**config.mk**
```make
export PLATFORM = sky130hd
export DESIGN_NAME = breath_and_pulse_rate_monitor
export DESIGN_NICKNAME = d
export VERILOG_FILES = /design/src/sv/bprm_pkg.sv /design/src/sv/bprm_div.sv /design/src/sv/bprm_hold.sv /design/src/sv/breath_and_pulse_rate_monitor.sv
export SDC_FILE = /design/constraint.sdc
export NUM_CORES = 1
export LEC_CHECK = 0
export BUFFER_PORTS_ARGS = -buffer_cell sky130_fd_sc_hd__buf_2
export CORE_ASPECT_RATIO = 0.75
export CORE_MARGIN = 5
export CORE_UTILIZATION = 50
export CTS_CLUSTER_SIZE = 28
export DETAILED_ROUTE_END_ITERATION = 10
export PLACE_DENSITY = 0.77
export SYNTH_ARGS = -nofsm -noshare
export SYNTH_HDL_FRONTEND = slang
export SYNTH_HIERARCHICAL = 1
export SYNTH_SLANG_ARGS = --single-unit
```
**constraint.sdc**
```tcl
create_clock -name clk_i -period 8.6 [get_ports clk_i]
set_input_delay 1.29 -clock clk_i [delete_from_list [all_inputs] [get_ports clk_i]]
set_output_delay 1.29 -clock clk_i [all_outputs]
set_load 0.005 [all_outputs]
```
**src/sv/bprm_pkg.sv**
```systemverilog
// Shared types and constants for the breath and pulse rate monitor.
// No dependencies; used by all bprm modules by scoped name.
package bprm_pkg;

  localparam int unsigned RATE_BITS    = 16;
  localparam int unsigned CNT_BITS     = $clog2(RATE_BITS);
  localparam int unsigned CFG_BITS     = 16;
  localparam int unsigned CFG_IDX_BITS = 3;

  localparam logic [RATE_BITS-1:0] RATE_SAT = {RATE_BITS{1'b1}};

  // Configuration register indexes
  localparam logic [CFG_IDX_BITS-1:0] REG_RESP_ARM   = 3'd0;
  localparam logic [CFG_IDX_BITS-1:0] REG_RESP_FIRE  = 3'd1;
  localparam logic [CFG_IDX_BITS-1:0] REG_PULSE_THR  = 3'd2;
  localparam logic [CFG_IDX_BITS-1:0] REG_NUMERATOR  = 3'd3;
  localparam logic [CFG_IDX_BITS-1:0] REG_RESP_PER   = 3'd4;
  localparam logic [CFG_IDX_BITS-1:0] REG_PULSE_PER  = 3'd5;

  localparam logic [CFG_BITS-1:0] NUMERATOR_RST = 16'd60000;
  localparam logic [CFG_BITS-1:0] RESP_PER_RST  = 16'd100;
  localparam logic [CFG_BITS-1:0] PULSE_PER_RST = 16'd50;

  typedef struct packed {
    logic busy;
    logic done;
  } div_stat_t;

endpackage

```
**src/sv/bprm_div.sv**
```systemverilog
// Shared radix-2 restoring divider: 16-bit dividend by a time interval.
// One quotient bit per cycle; zero divisor saturates. Uses bprm_pkg.
module bprm_div #(
  parameter int unsigned DIVISOR_BITS = 32
) (
  input  logic                           clk_i,
  input  logic                           rst_ni,
  input  logic                           start_i,
  input  logic [bprm_pkg::RATE_BITS-1:0] dividend_i,
  input  logic [DIVISOR_BITS-1:0]        divisor_i,
  output bprm_pkg::div_stat_t            stat_o,
  output logic [bprm_pkg::RATE_BITS-1:0] quotient_o
);

  localparam int unsigned RB = bprm_pkg::RATE_BITS;

  logic                             busy_q, busy_d;
  logic                             done_q, done_d;
  logic [bprm_pkg::CNT_BITS-1:0]    cnt_q, cnt_d;
  logic [RB-1:0]                    rem_q, rem_d;
  logic [RB-1:0]                    quo_q, quo_d;
  logic [DIVISOR_BITS-1:0]          dvs_q, dvs_d;

  logic [RB:0]             trial;
  logic [DIVISOR_BITS:0]   trial_ext;
  logic [DIVISOR_BITS:0]   diff;
  logic                    fits;

  assign trial     = {rem_q, quo_q[RB-1]};
  assign trial_ext = (DIVISOR_BITS+1)'(trial);
  assign fits      = trial_ext >= {1'b0, dvs_q};
  assign diff      = trial_ext - {1'b0, dvs_q};

  always_comb begin
    busy_d = busy_q;
    done_d = 1'b0;
    cnt_d  = cnt_q;
    rem_d  = rem_q;
    quo_d  = quo_q;
    dvs_d  = dvs_q;
    if (start_i) begin
      if (divisor_i == '0) begin
        quo_d  = bprm_pkg::RATE_SAT;
        done_d = 1'b1;
      end else begin
        busy_d = 1'b1;
        cnt_d  = '0;
        rem_d  = '0;
        quo_d  = dividend_i;
        dvs_d  = divisor_i;
      end
    end else if (busy_q) begin
      rem_d = fits ? diff[RB-1:0] : trial[RB-1:0];
      quo_d = {quo_q[RB-2:0], fits};
      cnt_d = cnt_q + 1'b1;
      if (cnt_q == bprm_pkg::CNT_BITS'(RB-1)) begin
        busy_d = 1'b0;
        done_d = 1'b1;
      end
    end
  end

  always_ff @(posedge clk_i or negedge rst_ni) begin
    if (!rst_ni) begin
      busy_q <= 1'b0;
      done_q <= 1'b0;
      cnt_q  <= '0;
    end else begin
      busy_q <= busy_d;
      done_q <= done_d;
      cnt_q  <= cnt_d;
    end
  end

  always_ff @(posedge clk_i) begin
    rem_q <= rem_d;
    quo_q <= quo_d;
    dvs_q <= dvs_d;
  end

  assign stat_o.busy = busy_q;
  assign stat_o.done = done_q;
  assign quotient_o  = quo_q;

  start_when_idle_a: assert property (@(posedge clk_i) disable iff (!rst_ni)
    start_i |-> !busy_q) else $error("divider started while busy");

  finish_after_run_a: assert property (@(posedge clk_i) disable iff (!rst_ni)
    $fell(busy_q) |-> done_q) else $error("divider run ended without done");

  busy_not_done_a: assert property (@(posedge clk_i) disable iff (!rst_ni)
    busy_q |-> !done_q) else $error("divider busy and done together");

endmodule

```
**src/sv/bprm_hold.sv**
```systemverilog
// Held rate with running minimum and maximum for one channel.
// Uses bprm_pkg for the rate width.
module bprm_hold (
  input  logic                           clk_i,
  input  logic                           rst_ni,
  input  logic                           upd_i,
  input  logic [bprm_pkg::RATE_BITS-1:0] rate_i,
  output logic [bprm_pkg::RATE_BITS-1:0] rate_o,
  output logic [bprm_pkg::RATE_BITS-1:0] min_o,
  output logic [bprm_pkg::RATE_BITS-1:0] max_o
);

  logic [bprm_pkg::RATE_BITS-1:0] rate_q, rate_d;
  logic [bprm_pkg::RATE_BITS-1:0] min_q, min_d;
  logic [bprm_pkg::RATE_BITS-1:0] max_q, max_d;

  always_comb begin
    rate_d = rate_q;
    min_d  = min_q;
    max_d  = max_q;
    if (upd_i) begin
      rate_d = rate_i;
      // a zero in either bound restarts tracking from this rate
      if (min_q == '0 || max_q == '0) begin
        min_d = rate_i;
        max_d = rate_i;
      end else begin
        if (rate_i < min_q) min_d = rate_i;
        if (rate_i > max_q) max_d = rate_i;
      end
    end
  end

  always_ff @(posedge clk_i or negedge rst_ni) begin
    if (!rst_ni) begin
      rate_q <= '0;
      min_q  <= '0;
      max_q  <= '0;
    end else begin
      rate_q <= rate_d;
      min_q  <= min_d;
      max_q  <= max_d;
    end
  end

  assign rate_o = rate_q;
  assign min_o  = min_q;
  assign max_o  = max_q;

endmodule

```
**src/sv/breath_and_pulse_rate_monitor.sv**
```systemverilog
// Top level: sample window, peak detectors, report timers and sequencer.
// Uses bprm_pkg, bprm_div (shared divider) and bprm_hold (one per channel).
// Sequence: an accepted transaction passes the detection, breath division, pulse division
//   and output states; a due report runs the shared bit-serial divider for its channel.
// One item at a time: the next is taken once the sequencer is back in idle, while a
//   finished result may still wait in the output register.
// Reset: asynchronous, clears window, detectors, counters, held rates; config to defaults.
module breath_and_pulse_rate_monitor #(
  parameter int unsigned SAMPLE_BITS = 16,
  parameter int unsigned TIME_BITS   = 32
) (
  input  logic                                  clk_i,
  input  logic                                  rst_ni,
  input  logic                                  cfg_valid_i,
  output logic                                  cfg_ready_o,
  input  logic [bprm_pkg::CFG_IDX_BITS-1:0]     cfg_index_i,
  input  logic [bprm_pkg::CFG_BITS-1:0]         cfg_data_i,
  input  logic                                  in_valid_i,
  output logic                                  in_ready_o,
  input  logic [TIME_BITS-1:0]                  time_stamp_i,
  input  logic signed [SAMPLE_BITS-1:0]         resp_sample_i,
  input  logic signed [SAMPLE_BITS-1:0]         pulse_sample_i,
  output logic                                  out_valid_o,
  input  logic                                  out_ready_i,
  output logic                                  resp_report_o,
  output logic [bprm_pkg::RATE_BITS-1:0]        resp_rate_o,
  output logic [bprm_pkg::RATE_BITS-1:0]        resp_rate_min_o,
  output logic [bprm_pkg::RATE_BITS-1:0]        resp_rate_max_o,
  output logic                                  pulse_report_o,
  output logic [bprm_pkg::RATE_BITS-1:0]        pulse_rate_o,
  output logic [bprm_pkg::RATE_BITS-1:0]        pulse_rate_min_o,
  output logic [bprm_pkg::RATE_BITS-1:0]        pulse_rate_max_o
);

  localparam int unsigned CW  = bprm_pkg::CFG_BITS;
  localparam int unsigned RB  = bprm_pkg::RATE_BITS;
  localparam int unsigned CMP = (SAMPLE_BITS > CW) ? SAMPLE_BITS : CW;

  typedef enum logic [4:0] {
    S_IDLE = 5'b00001,
    S_DET  = 5'b00010,
    S_RDIV = 5'b00100,
    S_PDIV = 5'b01000,
    S_OUT  = 5'b10000
  } state_e;

  state_e state_q, state_d;

  // configuration
  logic signed [CW-1:0] arm_q, fire_q, pthr_q;
  logic [CW-1:0]        num_q, rper_q, pper_q;

  // latched transaction
  logic [TIME_BITS-1:0]          in_time_q;
  logic signed [SAMPLE_BITS-1:0] in_resp_q, in_pulse_q;

  // window and detector state
  logic signed [SAMPLE_BITS-1:0] resp_mid_q, resp_mid_d;
  logic signed [SAMPLE_BITS-1:0] pulse_old_q, pulse_old_d;
  logic signed [SAMPLE_BITS-1:0] pulse_mid_q, pulse_mid_d;
  logic [TIME_BITS-1:0]          mid_time_q, mid_time_d;
  logic [1:0]                    fill_q, fill_d;
  logic                          armed_q, armed_d;
  logic [TIME_BITS-1:0]          resp_t0_q, resp_t0_d, resp_t1_q, resp_t1_d;
  logic [TIME_BITS-1:0]          pulse_t0_q, pulse_t0_d, pulse_t1_q, pulse_t1_d;
  logic [1:0]                    resp_pk_q, resp_pk_d, pulse_pk_q, pulse_pk_d;
  logic [CW-1:0]                 resp_per_q, resp_per_d, pulse_per_q, pulse_per_d;
  logic                          resp_due_q, resp_due_d, pulse_due_q, pulse_due_d;

  // output register
  logic          out_valid_q, out_valid_d;
  logic          o_rrep_q, o_prep_q;
  logic [RB-1:0] o_rrate_q, o_rmin_q, o_rmax_q, o_prate_q, o_pmin_q, o_pmax_q;

  logic signed [CMP-1:0] c_rmid, c_rnew, c_pold, c_pmid, c_pnew, c_arm, c_fire, c_pthr;
  logic                  arm_now, armed_mid, resp_fire, pulse_fire;
  logic [CW:0]           resp_per_inc, pulse_per_inc;

  logic                  div_start;
  logic [TIME_BITS-1:0]  div_divisor;
  bprm_pkg::div_stat_t   div_stat;
  logic [RB-1:0]         div_quo;
  logic                  r_proceed, p_proceed, out_load;

  logic [RB-1:0] r_rate, r_min, r_max, p_rate, p_min, p_max;

  assign cfg_ready_o = 1'b1;
  assign in_ready_o  = (state_q == S_IDLE);

  always_ff @(posedge clk_i or negedge rst_ni) begin
    if (!rst_ni) begin
      arm_q  <= '0;
      fire_q <= '0;
      pthr_q <= '0;
      num_q  <= bprm_pkg::NUMERATOR_RST;
      rper_q <= bprm_pkg::RESP_PER_RST;
      pper_q <= bprm_pkg::PULSE_PER_RST;
    end else if (cfg_valid_i) begin
      case (cfg_index_i)
        bprm_pkg::REG_RESP_ARM:  arm_q  <= cfg_data_i;
        bprm_pkg::REG_RESP_FIRE: fire_q <= cfg_data_i;
        bprm_pkg::REG_PULSE_THR: pthr_q <= cfg_data_i;
        bprm_pkg::REG_NUMERATOR: num_q  <= cfg_data_i;
        bprm_pkg::REG_RESP_PER:  rper_q <= cfg_data_i;
        bprm_pkg::REG_PULSE_PER: pper_q <= cfg_data_i;
        default: ;
      endcase
    end
  end

  always_ff @(posedge clk_i) begin
    if (in_valid_i && in_ready_o) begin
      in_time_q  <= time_stamp_i;
      in_resp_q  <= resp_sample_i;
      in_pulse_q <= pulse_sample_i;
    end
  end

  // signed compares at the wider of sample and level widths
  assign c_rmid = CMP'(resp_mid_q);
  assign c_rnew = CMP'(in_resp_q);
  assign c_pold = CMP'(pulse_old_q);
  assign c_pmid = CMP'(pulse_mid_q);
  assign c_pnew = CMP'(in_pulse_q);
  assign c_arm  = CMP'(arm_q);
  assign c_fire = CMP'(fire_q);
  assign c_pthr = CMP'(pthr_q);

  assign arm_now    = (c_rmid < c_arm) && (c_rmid > c_rnew);
  assign armed_mid  = armed_q || arm_now;    // arm and fire may happen on one sample
  assign resp_fire  = (fill_q == 2'd2) && armed_mid && (c_rmid > c_fire);
  assign pulse_fire = (fill_q == 2'd2) && (c_pmid >= c_pold) && (c_pmid > c_pnew)
                      && (c_pmid > c_pthr);

  assign resp_per_inc  = {1'b0, resp_per_q} + 1'b1;
  assign pulse_per_inc = {1'b0, pulse_per_q} + 1'b1;

  assign r_proceed = !resp_due_q || div_stat.done;
  assign p_proceed = !pulse_due_q || div_stat.done;
  assign out_load  = (state_q == S_OUT) && (!out_valid_q || out_ready_i);

  always_comb begin
    state_d     = state_q;
    resp_mid_d  = resp_mid_q;
    pulse_old_d = pulse_old_q;
    pulse_mid_d = pulse_mid_q;
    mid_time_d  = mid_time_q;
    fill_d      = fill_q;
    armed_d     = armed_q;
    resp_t0_d   = resp_t0_q;
    resp_t1_d   = resp_t1_q;
    pulse_t0_d  = pulse_t0_q;
    pulse_t1_d  = pulse_t1_q;
    resp_pk_d   = resp_pk_q;
    pulse_pk_d  = pulse_pk_q;
    resp_per_d  = resp_per_q;
    pulse_per_d = pulse_per_q;
    resp_due_d  = resp_due_q;
    pulse_due_d = pulse_due_q;
    out_valid_d = out_valid_q && !out_ready_i;
    div_start   = 1'b0;

    case (state_q)
      S_IDLE: begin
        if (in_valid_i) state_d = S_DET;
      end
      S_DET: begin
        if (fill_q == 2'd2) armed_d = armed_mid && !resp_fire;
        if (resp_fire) begin
          resp_t0_d = resp_t1_q;
          resp_t1_d = mid_time_q;
          if (resp_pk_q != 2'd2) resp_pk_d = resp_pk_q + 1'b1;
        end
        if (pulse_fire) begin
          pulse_t0_d = pulse_t1_q;
          pulse_t1_d = mid_time_q;
          if (pulse_pk_q != 2'd2) pulse_pk_d = pulse_pk_q + 1'b1;
        end
        resp_due_d  = (resp_per_q == '0) && (resp_pk_d == 2'd2);
        pulse_due_d = (pulse_per_q == '0) && (pulse_pk_d == 2'd2);
        resp_per_d  = (resp_per_inc >= {1'b0, rper_q}) ? '0 : resp_per_inc[CW-1:0];
        pulse_per_d = (pulse_per_inc >= {1'b0, pper_q}) ? '0 : pulse_per_inc[CW-1:0];
        resp_mid_d  = in_resp_q;
        pulse_old_d = pulse_mid_q;
        pulse_mid_d = in_pulse_q;
        mid_time_d  = in_time_q;
        if (fill_q != 2'd2) fill_d = fill_q + 1'b1;
        div_start   = resp_due_d;
        state_d     = S_RDIV;
      end
      S_RDIV: begin
        if (r_proceed) begin
          div_start = pulse_due_q;
          state_d   = S_PDIV;
        end
      end
      S_PDIV: begin
        if (p_proceed) state_d = S_OUT;
      end
      S_OUT: begin
        if (out_load) begin
          out_valid_d = 1'b1;
          state_d     = S_IDLE;
        end
      end
      default: state_d = S_IDLE;
    endcase
  end

  // resp interval comes from the peak times being written this cycle
  assign div_divisor = (state_q == S_DET) ? (resp_t1_d - resp_t0_d)
                                          : (pulse_t1_q - pulse_t0_q);

  bprm_div #(
    .DIVISOR_BITS(TIME_BITS)
  ) u_div (
    .clk_i      (clk_i),
    .rst_ni     (rst_ni),
    .start_i    (div_start),
    .dividend_i (num_q),
    .divisor_i  (div_divisor),
    .stat_o     (div_stat),
    .quotient_o (div_quo)
  );

  bprm_hold u_resp_hold (
    .clk_i  (clk_i),
    .rst_ni (rst_ni),
    .upd_i  ((state_q == S_RDIV) && resp_due_q && div_stat.done),
    .rate_i (div_quo),
    .rate_o (r_rate),
    .min_o  (r_min),
    .max_o  (r_max)
  );

  bprm_hold u_pulse_hold (
    .clk_i  (clk_i),
    .rst_ni (rst_ni),
    .upd_i  ((state_q == S_PDIV) && pulse_due_q && div_stat.done),
    .rate_i (div_quo),
    .rate_o (p_rate),
    .min_o  (p_min),
    .max_o  (p_max)
  );

  always_ff @(posedge clk_i or negedge rst_ni) begin
    if (!rst_ni) begin
      state_q     <= S_IDLE;
      resp_mid_q  <= '0;
      pulse_old_q <= '0;
      pulse_mid_q <= '0;
      mid_time_q  <= '0;
      fill_q      <= '0;
      armed_q     <= 1'b0;
      resp_t0_q   <= '0;
      resp_t1_q   <= '0;
      pulse_t0_q  <= '0;
      pulse_t1_q  <= '0;
      resp_pk_q   <= '0;
      pulse_pk_q  <= '0;
      resp_per_q  <= '0;
      pulse_per_q <= '0;
      resp_due_q  <= 1'b0;
      pulse_due_q <= 1'b0;
      out_valid_q <= 1'b0;
    end else begin
      state_q     <= state_d;
      resp_mid_q  <= resp_mid_d;
      pulse_old_q <= pulse_old_d;
      pulse_mid_q <= pulse_mid_d;
      mid_time_q  <= mid_time_d;
      fill_q      <= fill_d;
      armed_q     <= armed_d;
      resp_t0_q   <= resp_t0_d;
      resp_t1_q   <= resp_t1_d;
      pulse_t0_q  <= pulse_t0_d;
      pulse_t1_q  <= pulse_t1_d;
      resp_pk_q   <= resp_pk_d;
      pulse_pk_q  <= pulse_pk_d;
      resp_per_q  <= resp_per_d;
      pulse_per_q <= pulse_per_d;
      resp_due_q  <= resp_due_d;
      pulse_due_q <= pulse_due_d;
      out_valid_q <= out_valid_d;
    end
  end

  always_ff @(posedge clk_i) begin
    if (out_load) begin
      o_rrep_q  <= resp_due_q;
      o_rrate_q <= r_rate;
      o_rmin_q  <= r_min;
      o_rmax_q  <= r_max;
      o_prep_q  <= pulse_due_q;
      o_prate_q <= p_rate;
      o_pmin_q  <= p_min;
      o_pmax_q  <= p_max;
    end
  end

  assign out_valid_o      = out_valid_q;
  assign resp_report_o    = o_rrep_q;
  assign resp_rate_o      = o_rrate_q;
  assign resp_rate_min_o  = o_rmin_q;
  assign resp_rate_max_o  = o_rmax_q;
  assign pulse_report_o   = o_prep_q;
  assign pulse_rate_o     = o_prate_q;
  assign pulse_rate_min_o = o_pmin_q;
  assign pulse_rate_max_o = o_pmax_q;

  accept_starts_det_a: assert property (@(posedge clk_i) disable iff (!rst_ni)
    (in_valid_i && in_ready_o) |=> (state_q == S_DET))
    else $error("accepted transaction did not enter detection");

  result_from_out_state_a: assert property (@(posedge clk_i) disable iff (!rst_ni)
    $rose(out_valid_q) |-> $past(state_q == S_OUT))
    else $error("result raised outside the output state");

  report_needs_two_peaks_a: assert property (@(posedge clk_i) disable iff (!rst_ni)
    (out_load && (resp_due_q || pulse_due_q)) |->
      ((!resp_due_q || resp_pk_q == 2'd2) && (!pulse_due_q || pulse_pk_q == 2'd2)))
    else $error("report due with fewer than two peaks");

  div_idle_outside_run_a: assert property (@(posedge clk_i) disable iff (!rst_ni)
    (state_q == S_IDLE || state_q == S_OUT) |-> !div_stat.busy)
    else $error("divider busy outside a division state");

endmodule

```
After elaboration in Yosys (flattened, before gate mapping)
Cells that the tools add are included.
- register bits: 679
- input port bits: 88
- logic and storage cells: 196
- add/sub/neg operators: 9
- order comparisons: 13
- eq/ne operators: 22
- muxes and demuxes: 48
- bitwise logic cells: 1
- reductions and logical operators: 56
- operator list (operator ; count):
    16-bit 2-to-1 mux ; 17
    32-bit 2-to-1 mux ; 5
    16-bit > comparator ; 6
    16-bit logical NOT ; 6
    32-bit subtractor ; 2
    16-bit less-than comparator ; 3
    16-bit by 1-bit adder with 17-bit output, second input constant ; 2
    17-bit by 16-bit >= comparator with 1-bit output ; 2
    17-bit by 32-bit >= comparator with 1-bit output ; 1
    32-bit logical NOT ; 1
    2-bit AND reduction ; 15
    5-bit case mux with 5 select lines ; 1
    5-bit 2-to-1 mux ; 4
    16-bit >= comparator ; 1
    1-bit logical AND ; 16
    2-bit inequality test, second input constant ; 8
    16-bit subtractor ; 1
    2-bit 2-to-1 mux ; 6
    4-bit 2-to-1 mux ; 3
    1-bit 2-to-1 mux ; 11
    2-bit nonzero test ; 5
    2-bit by 1-bit adder with 2-bit output, second input constant ; 3
    2-bit == test, second input constant ; 3
    3-bit by 2-bit == test with 1-bit output, second input constant ; 2
    other kinds (15) ; 25

Logic depth before layout (Yosys ltp)
Gate-level depths: netlist (run 1).
- word-level depth: 12
- depth in mapped cells: 35
- mapped depth without buffers: 31

Hierarchy
The synthesis (run 1) kept the hierarchy.
- modules (own cells, without submodules) (module ; instances ; cells an instance ; area an instance (µm²) ; sequential area each (µm²)):
    breath_and_pulse_rate_monitor ; 1 ; 2340 ; 25549.5 ; 13665.6
    bprm_hold ; 2 ; 468 ; 3756.1 ; 1201.2
    bprm_div ; 1 ; 360 ; 3779.9 ; 2072.0

Worst setup path before layout (run 1)
No wires, ideal clock.
- path type: register to register
- from: register resp_mid_q[15] (netlist: c_rmid[15])
- to: register u_div.quo_q[0] (netlist: u_div/quotient_o[0]), data pin
- arrival time: 7981 ps
- required time: 8274 ps
- slack: 294 ps
- stages on the path, launching flop included: 34
- path buffers: 3
- period minus slack after synthesis: 8306 ps
- cells stage by stage: dfrtp_1 > ha_1 > nand4_1 > nor4_1 > nand4_1 > o41ai_1 > mux2_1 > o21bai_2 > buf_6 > nand2_1 > clkbuf_1 > buf_1 > mux2i_1 > ha_1 > inv_1 > fa_1 > a211oi_1 > o21a_1 > o31ai_1 > a21o_1 > a21oi_1 > nand2_1 > o2111a_1 > a22o_1 > a2111o_1 > a21oi_4 > a31oi_1 > xnor2_1 > a21oi_1 > nor4_1 > nand2_1 > nor4_1 > nor2b_1 > a21oi_1
- word-level cells in the longest chain between the ends: 12
- ends and longest elaborated chain (element ; RTL line ; source):
    start: declaration ; breath_and_pulse_rate_monitor.sv:58 ; logic signed [SAMPLE_BITS-1:0] resp_mid_q, resp_mid_d;
    start signal: assignment ; breath_and_pulse_rate_monitor.sv:268 ; resp_mid_q <= resp_mid_d;
    16-bit less-than comparator / 16-bit > comparator (equally long branches) ; breath_and_pulse_rate_monitor.sv:129 ; assign arm_now = (c_rmid < c_arm) && (c_rmid > c_rnew);
    1-bit logical AND ; breath_and_pulse_rate_monitor.sv:129 ;
    1-bit logical OR ; breath_and_pulse_rate_monitor.sv:130 ; assign armed_mid = armed_q || arm_now;
    1-bit logical AND ; breath_and_pulse_rate_monitor.sv:131 ; assign resp_fire = (fill_q == 2'd2) && armed_mid && (c_rmid > c_fire);
    1-bit logical AND (*) ; breath_and_pulse_rate_monitor.sv:131 ;
    32-bit 2-to-1 mux ; breath_and_pulse_rate_monitor.sv:169 ; if (resp_fire) begin
    32-bit 2-to-1 mux ; breath_and_pulse_rate_monitor.sv:163 ; case (state_q)
    32-bit subtractor (*) ; breath_and_pulse_rate_monitor.sv:211 ; assign div_divisor = (state_q == S_DET) ? (resp_t1_d - resp_t0_d)
    32-bit 2-to-1 mux (*) ; breath_and_pulse_rate_monitor.sv:211 ;
    named net div_divisor[26] ; breath_and_pulse_rate_monitor.sv:80 ; logic [TIME_BITS-1:0] div_divisor;
    32-bit logical NOT (*) ; bprm_div.sv:42 ; if (divisor_i == '0) begin
    16-bit 2-to-1 mux (*) ; bprm_div.sv:42 ;
    16-bit 2-to-1 mux (*) ; bprm_div.sv:41 ; if (start_i) begin
    named net u_div.quo_d[0] ; bprm_div.sv:21 ; logic [RB-1:0] quo_q, quo_d;
    end signal: assignment ; bprm_div.sv:77 ; quo_q <= quo_d;
    end: declaration ; bprm_div.sv:21 ;
The timed path passes the listed nets; every way through them passes the cells marked *. The select of a mux whose other input is x is not followed.
A chain may end at the register's enable or synchronous reset.

Worst setup path after layout (run 1)
- from: register resp_mid_q[15] (netlist: c_rmid[15])
- to: register u_div.rem_q[15] (enable)
- word-level cells in the longest chain between the ends: 12
- ends and longest elaborated chain (element ; RTL line ; source):
    16-bit less-than comparator / 16-bit > comparator (equally long branches) ; breath_and_pulse_rate_monitor.sv:129 ;
    1-bit logical AND ; breath_and_pulse_rate_monitor.sv:129 ;
    1-bit logical OR ; breath_and_pulse_rate_monitor.sv:130 ;
    1-bit logical AND ; breath_and_pulse_rate_monitor.sv:131 ;
    1-bit logical AND (*) ; breath_and_pulse_rate_monitor.sv:131 ;
    32-bit 2-to-1 mux (*) ; breath_and_pulse_rate_monitor.sv:169 ;
    32-bit 2-to-1 mux (*) ; breath_and_pulse_rate_monitor.sv:163 ;
    named net resp_t0_d[0] ; breath_and_pulse_rate_monitor.sv:64 ; logic [TIME_BITS-1:0] resp_t0_q, resp_t0_d, resp_t1_q, resp_t1_d;
    32-bit subtractor (*) ; breath_and_pulse_rate_monitor.sv:211 ;
    32-bit 2-to-1 mux (*) ; breath_and_pulse_rate_monitor.sv:211 ;
    named net div_divisor[26] ; breath_and_pulse_rate_monitor.sv:80 ;
    32-bit logical NOT (*) ; bprm_div.sv:42 ;
    2-bit inequality test (no line) (*) ; n/a ;
    2-bit AND reduction (no line) (*) ; n/a ;
    end signal: assignment ; bprm_div.sv:76 ; rem_q <= rem_d;
    end: declaration ; bprm_div.sv:20 ; logic [RB-1:0] rem_q, rem_d;
Marked as above.

==> results of run 1 <==
worst max-delay path, delay by kind of cell (launching register included):
kind,cells,cell delay (ps)
mux,2,670
simple gates,9,2410
flops,1,430
xor+xnor,1,170
compound gates,13,2930
fa+ha+maj,3,950
buf+inv,1,60
layout make-up:
type,instances,share of cell area
Inverter,376,0.0345
Sequential cell,679,0.443
Clock inverter,42,0.0101
Tap cell,968,0.0296
Timing Repair Buffer,215,0.0288
Multi-Input combinational cell,2422,0.408
Clock buffer,86,0.0463
through the flow:
step                setup slack, ps  instances  total power [µW]  utilization
floorplan                       294       3635              8890            -
global placement                663       4660             10300        0.527
detailed placement              571       4660             10500        0.527
CTS                             526       4788             13700        0.559
global route                   17.0       4788             14600        0.559
finish                          685       4788             13600        0.559
power breakdown:
group	leakage [µW]	internal, µW	switching, µW
clock network	0.00113	1790	1310
registers	0.00826	4060	361
logic	0.00968	2590	3540
layer usage:
metal,global-route usage,vias to the layer above,wire length [µm],share of wire
met5,0,-,0,0
met1,0.323,13200,39900,0.45
met4,0.0763,0,3020,0.034
met3,0.0430,203,7060,0.079
li1,-,13200,-,-
met2,0.334,1092,39500,0.44
state kept, by name, summed over array words and instances, names as in the netlist, 31 cells and up, named ones only:
signal       cells
pulse_t1_q      32
pulse_t0_q      32
in_time_q       32
resp_t1_q       31
resp_t0_q       32
mid_time_q      32
u_div/dvs_q     32
worst min-delay path by stage:
stage / endpoint / slack (ps) / cells past startpoint
finish: mid_time_q[14] / 430 / 2
global route: mid_time_q[31] / 450 / 2
CTS: mid_time_q[31] / 440 / 2
detailed placement: mid_time_q[31] / 420 / 2
global placement: mid_time_q[24] / 420 / 2
floorplan: mid_time_q[0] / 410 / 2
what timing repair did:
action,CTS,global route
hold buffers,0,0
endpoints found under the setup margin,0,36
endpoints found under the hold margin,0,0
resized for setup,0,2
==> summary.md, run 1 <==
| Metric | Value |
|---|---|
| Commonest non-fill, non-tap cell in the layout | `nand2_1` |
| Unrepaired setup endpoints after global routing | `no` |
| # H-tree levels | `3` |
| Most used cell along the critical path | `nand2_1` |
| Worst path max stage delay | `470 ps` |
| Worst VDD drop | `0.000250 V` |
| Slowest-stage cell, CP | `nor4_4` |
| Sequential cell area | `around 18000 µm²` |
| Crit path kind | `reg2reg` |
| Vias per cell | `5.79` |
| ANT nets after route | `0` |
| Final WL | `89500 µm` |
| Max_slew headroom | `0.131` |
| Power density over the cells | `between 300 and 400 nW/µm²` |
| Fin crit period | `7920 ps` |
| Crit path to | `u_div/rem_q[15]` |
| Nets | `4128` |
| Critical Path Start Type | `flip-flop` |
| CTS max path bufs | `3` |
| Period utilisation layout | `0.920` |
| First-pass GRT wire length | `143000 µm` |
| Yosys warnings | `6` |
| Final Hold Fails | `0` |
| Hold Path Class | `reg2reg` |
| R2R Path Start | `c_rmid[15]` |
| Critical Path Sink Type | `flip-flop` |
| Die Y | `between 200 and 250 µm` |
| Final setup fails | `0` |
| Layout area overhead | `11.2%` |
| Core ar. | `73300 µm²` |
| Initial antenna violation count | `2` |
| Fillers | `6160` |
| Pin count of the biggest net entering global routing | `156` |
| Worst EP required | `8930 ps` |
| Die W | `323 µm` |
| F_max | `0.126 GHz` |
| R2R Path End | `u_div/rem_q[15]` |
| Critical path origin | `c_rmid[15]` |
| Sinks on Clock Net | `679` |
| Final GP Congestion | `around 0.93` |
| N_diodes | `0` |
| Clock transition at path regs | `70 ps` |
| DP Area | `38600 µm²` |
| Via count | `about 28k` |
| Post-route cell area | `about 41000 µm²` |
| Post-synthesis area per instance | `between 10 and 15 µm²` |
| Final hold slack | `426 ps` |
| Syn Inst Count | `3635` |
| Worst reg-to-reg setup slack | `680 ps` |
| Critical Path Fanout Max | `16` |
| Layout cell share with drive strength beyond 1 | `0.140` |
| DP Wirelength | `61700 µm` |
| CTS tree | `built` |
| Max Transition Viols Final | `0` |
| Final TNS setup | `0 ps` |
| Total global routing overflow | `0` |
| Vias in the first global route | `26.7k` |
| Die area | `79300 µm²` |
| Area of the multi-input gates | `16700 µm²` |
| Port Buffer Count | `roughly 190` |
| CTS buffer count | `69` |
| Leakage power | `0.0191 µW` |
| Max-cap viol count | `0` |
| Initial DRC Count | `3035` |
| Depth of the most critical reg-to-reg path | `29` |
| # DRC | `0` |
| Most frequent cells in the layout | `nand2_1 (448), dfrtp_1 (439), inv_1 (376)` |
| Root buf cell | `clkbuf_16` |
| Starting Density | `0.503` |
| Status | `finished clean` |
| Worst-Skew Late Latency | `620 ps` |
| Arrival @ worst endpoint | `8250 ps` |
| WL/cell | `18.7 µm` |
| Gr usage total | `0.222` |
| DR pass1 iterations | `6` |
| Hold Startpoint | `in_time_q[14]` |
| Top Ports | `around 190` |
| Post-Syn Area | `36800 µm²` |
| Mapped Nets | `4000` |
| Clock Skew | `approximately 24 ps` |
| Worst Tran Pin Value | `1300 ps` |
| Core Rows | `86` |
| Setup bufs post-CTS | `0` |
(Power assumes the default switching activity.)
==> inputs of run 2 (changes only) <==
Settings changed: CTS_CLUSTER_DIAMETER set to 40, RECOVER_POWER set to 100, SKIP_CTS_REPAIR_TIMING set to 1.
==> run 2 against run 1 <==
Effect of this change:
- the flow now finishes with violations (max-capacitance violations, max-slew violations)
- wire length rose by 0.79%
- maximum frequency fell by 0.72%
- count of clock-buffer cells in the layout rose by 26
- die area did not move
- critical path depth did not move
- combinational power barely moved
- non-clock buffer count did not move
- cell area rose by 1.8%
- total power rose by 6.2%
- clock power rose by 26%
==> summary.md, run 2 (same netlist as run 1, synthesis figures left out) <==
| Metric | Value |
|---|---|
| Status | `complete, but fails checks` |
| Failing checks | `max-capacitance violations, max-slew violations` |
| Initial DRC Count | `2625 (-14%)` |
| R2R Path End | `u_div/rem_q[15]` |
| Hold Startpoint | `in_time_q[0]` |
| Post-route cell area | `41700 µm² (+1.8%)` |
| Initial antenna violation count | `3 (+1)` |
| First-pass GRT wire length | `145000 µm (+1.5%)` |
| Hold Path End | `mid_time_q[0]` |
| Worst Tran Pin Value | `4440 ps (+3130 ps)` |
| DR pass1 iterations | `6 (unchanged)` |
| Die Y | `245 µm (unchanged)` |
| Root buf cell | `clkbuf_16` |
| Commonest non-fill, non-tap cell in the layout | `nand2_1` |
| Pre-CTS WS | `571 ps (unchanged)` |
| Setup slack after layout | `628 ps (-57.1 ps)` |
| # H-tree levels | `3 (unchanged)` |
| Hold-critical path depth | `2 (unchanged)` |
| Final GP Congestion | `0.930 (unchanged)` |
| Total global routing overflow | `0 (unchanged)` |
| Crit path kind | `reg2reg` |
| DP Wirelength | `61700 µm (unchanged)` |
| DP Area | `38600 µm² (unchanged)` |
| Final WL | `90200 µm (+0.79%)` |
| Most frequent cells in the layout | `nand2_1 (448), dfrtp_1 (439), inv_1 (376)` |
| Total Power | `14500 µW (+6.2%)` |
| Layout cell share with drive strength beyond 1 | `0.128 (-0.0118)` |
| F_max | `0.125 GHz (-0.72%)` |
| Fin crit period | `7970 ps (+57.1 ps)` |
| Critical Path Start Type | `flip-flop` |
| Critical Path Sink Type | `flip-flop` |
| Layout area overhead | `13.2%` |
| Top Ports | `189 (unchanged)` |
| Max-cap viol count | `13 (+13)` |
| Critical Path Fanout Max | `16 (unchanged)` |
| Worst VDD drop | `0.000257 V (+2.8%)` |
| Core Rows | `86 (unchanged)` |
| Core ar. | `73300 µm² (unchanged)` |
| Final Hold Fails | `0 (unchanged)` |
| Final setup fails | `0 (unchanged)` |
| Starting Density | `0.503 (unchanged)` |
| Slowest-stage cell, CP | `nor4_4` |
| R2R Path Start | `c_rmid[15]` |
| Vias per cell | `5.78 (about the same)` |
| Vias in the first global route | `27.2k (+2.2%)` |
| Worst-Skew Late Latency | `640 ps (+20 ps)` |
| Depth of the most critical reg-to-reg path | `29 (unchanged)` |
| Max Transition Viols Final | `724 (+724)` |
| Core Util, Final | `0.569 (+0.0103)` |
| Worst reg-to-reg setup slack | `630 ps (-60 ps)` |
| # DRC | `0 (unchanged)` |
| Nets | `4150 (+0.53%)` |
| Leakage power | `0.0192 µW (+0.91%)` |
| WL/cell | `18.7 µm (about the same)` |
| Power density over the cells | `347 nW/µm² (+4.3%)` |
| ANT nets after route | `0 (unchanged)` |
| Clock transition at path regs | `60 ps (about the same)` |
| Clock Skew | `27.3 ps (+3.64 ps)` |
| Pin count of the biggest net entering global routing | `156 (unchanged)` |
| Sinks on Clock Net | `679 (unchanged)` |
| Arrival @ worst endpoint | `8320 ps (+70 ps)` |
| Period utilisation layout | `0.927 (+0.00663)` |
| CTS buffer count | `91 (+32%)` |
| Worst EP required | `8940 ps (about the same)` |
| CTS tree | `built` |
| Via count | `27.9k (+0.78%)` |
| Die area | `79300 µm² (unchanged)` |
| Die W | `323 µm (unchanged)` |
| Max_slew headroom | `-1.96 (-2.09)` |
| Worst path max stage delay | `470 ps (about the same)` |
| Hold Path Class | `reg2reg` |
| Port Buffer Count | `187 (unchanged)` |
| CTS max path bufs | `3 (unchanged)` |
| Gr usage total | `0.225 (+0.00275)` |
run 2: cell types whose count changed in the layout (fill, tap and decap cells not counted), moves of 9 or more:
cell	delta
clkbuf_1	+62
buf_2	-53
clkinv_4	+9
buf_4	-12
clkinv_1	-11
mux2_2	-18
inv_8	+12
mux2_1	+18
clkbuf_16	+24
run 2: how the worst max path moves through the flow:
stage / slack (ps) / cells after the start / start / endpoint
2_1_floorplan: 290 / 33 / c_rmid[15] / u_div/quotient_o[0]
3_3_place_gp: 660 / 29 / c_rmid[15] / u_div/rem_q[7]
3_5_place_dp: 570 / 29 / c_rmid[15] / u_div/rem_q[15]
4_1_cts: 420 / 29 / c_rmid[15] / u_div/rem_q[11]
5_1_grt: -10 / 29 / c_rmid[15] / u_div/rem_q[6]
6_report: 630 / 29 / c_rmid[15] / u_div/rem_q[15]
run 2: layer usage:
layer  part of all wire  GRT usage  up-vias
li1                   -          -    13300
met1               0.44      0.319    13300
met2               0.44      0.341     1155
met3              0.084     0.0488      220
met4              0.036     0.0829        2
met5            0.00014          0        -
run 2: layout make-up:
cell class,count,area (µm²)
Clock buffer,112,2530
Sequential cell,679,18100
Fill cell,6081,31600
Antenna cell,1,2.50
Multi-Input combinational cell,2422,16700
Inverter,376,1410
Timing Repair Buffer,215,1060
Tap cell,968,1210
Clock inverter,57,684
run 2: critical path, delay by kind of cell (launching register included):
family	cells	cell delay, ps
mux	3	760
simple gates	9	2410
buf+inv	1	60
flops	1	420
fa+ha+maj	3	970
compound gates	12	2860
xor+xnor	1	170
run 2: power by group:
group / switching (µW) / internal, µW
clock network: 1570 / 2350
logic: 3570 / 2570
registers: 357 / 4070
total: 5500 / 8990
run 2: stage by stage:
| stage | hold slack, ps | setup TNS [ps] | std cells |
|---|---|---|---|
| after floorplan | 415 | 0 | 3635 |
| after global placement | 418 | 0 | 4660 |
| after detailed placement | 421 | 0 | 4660 |
| after CTS | 436 | 0 | 4829 |
| after global routing | 449 | -107 | 4829 |
| final | 433 | 0 | 4830 |
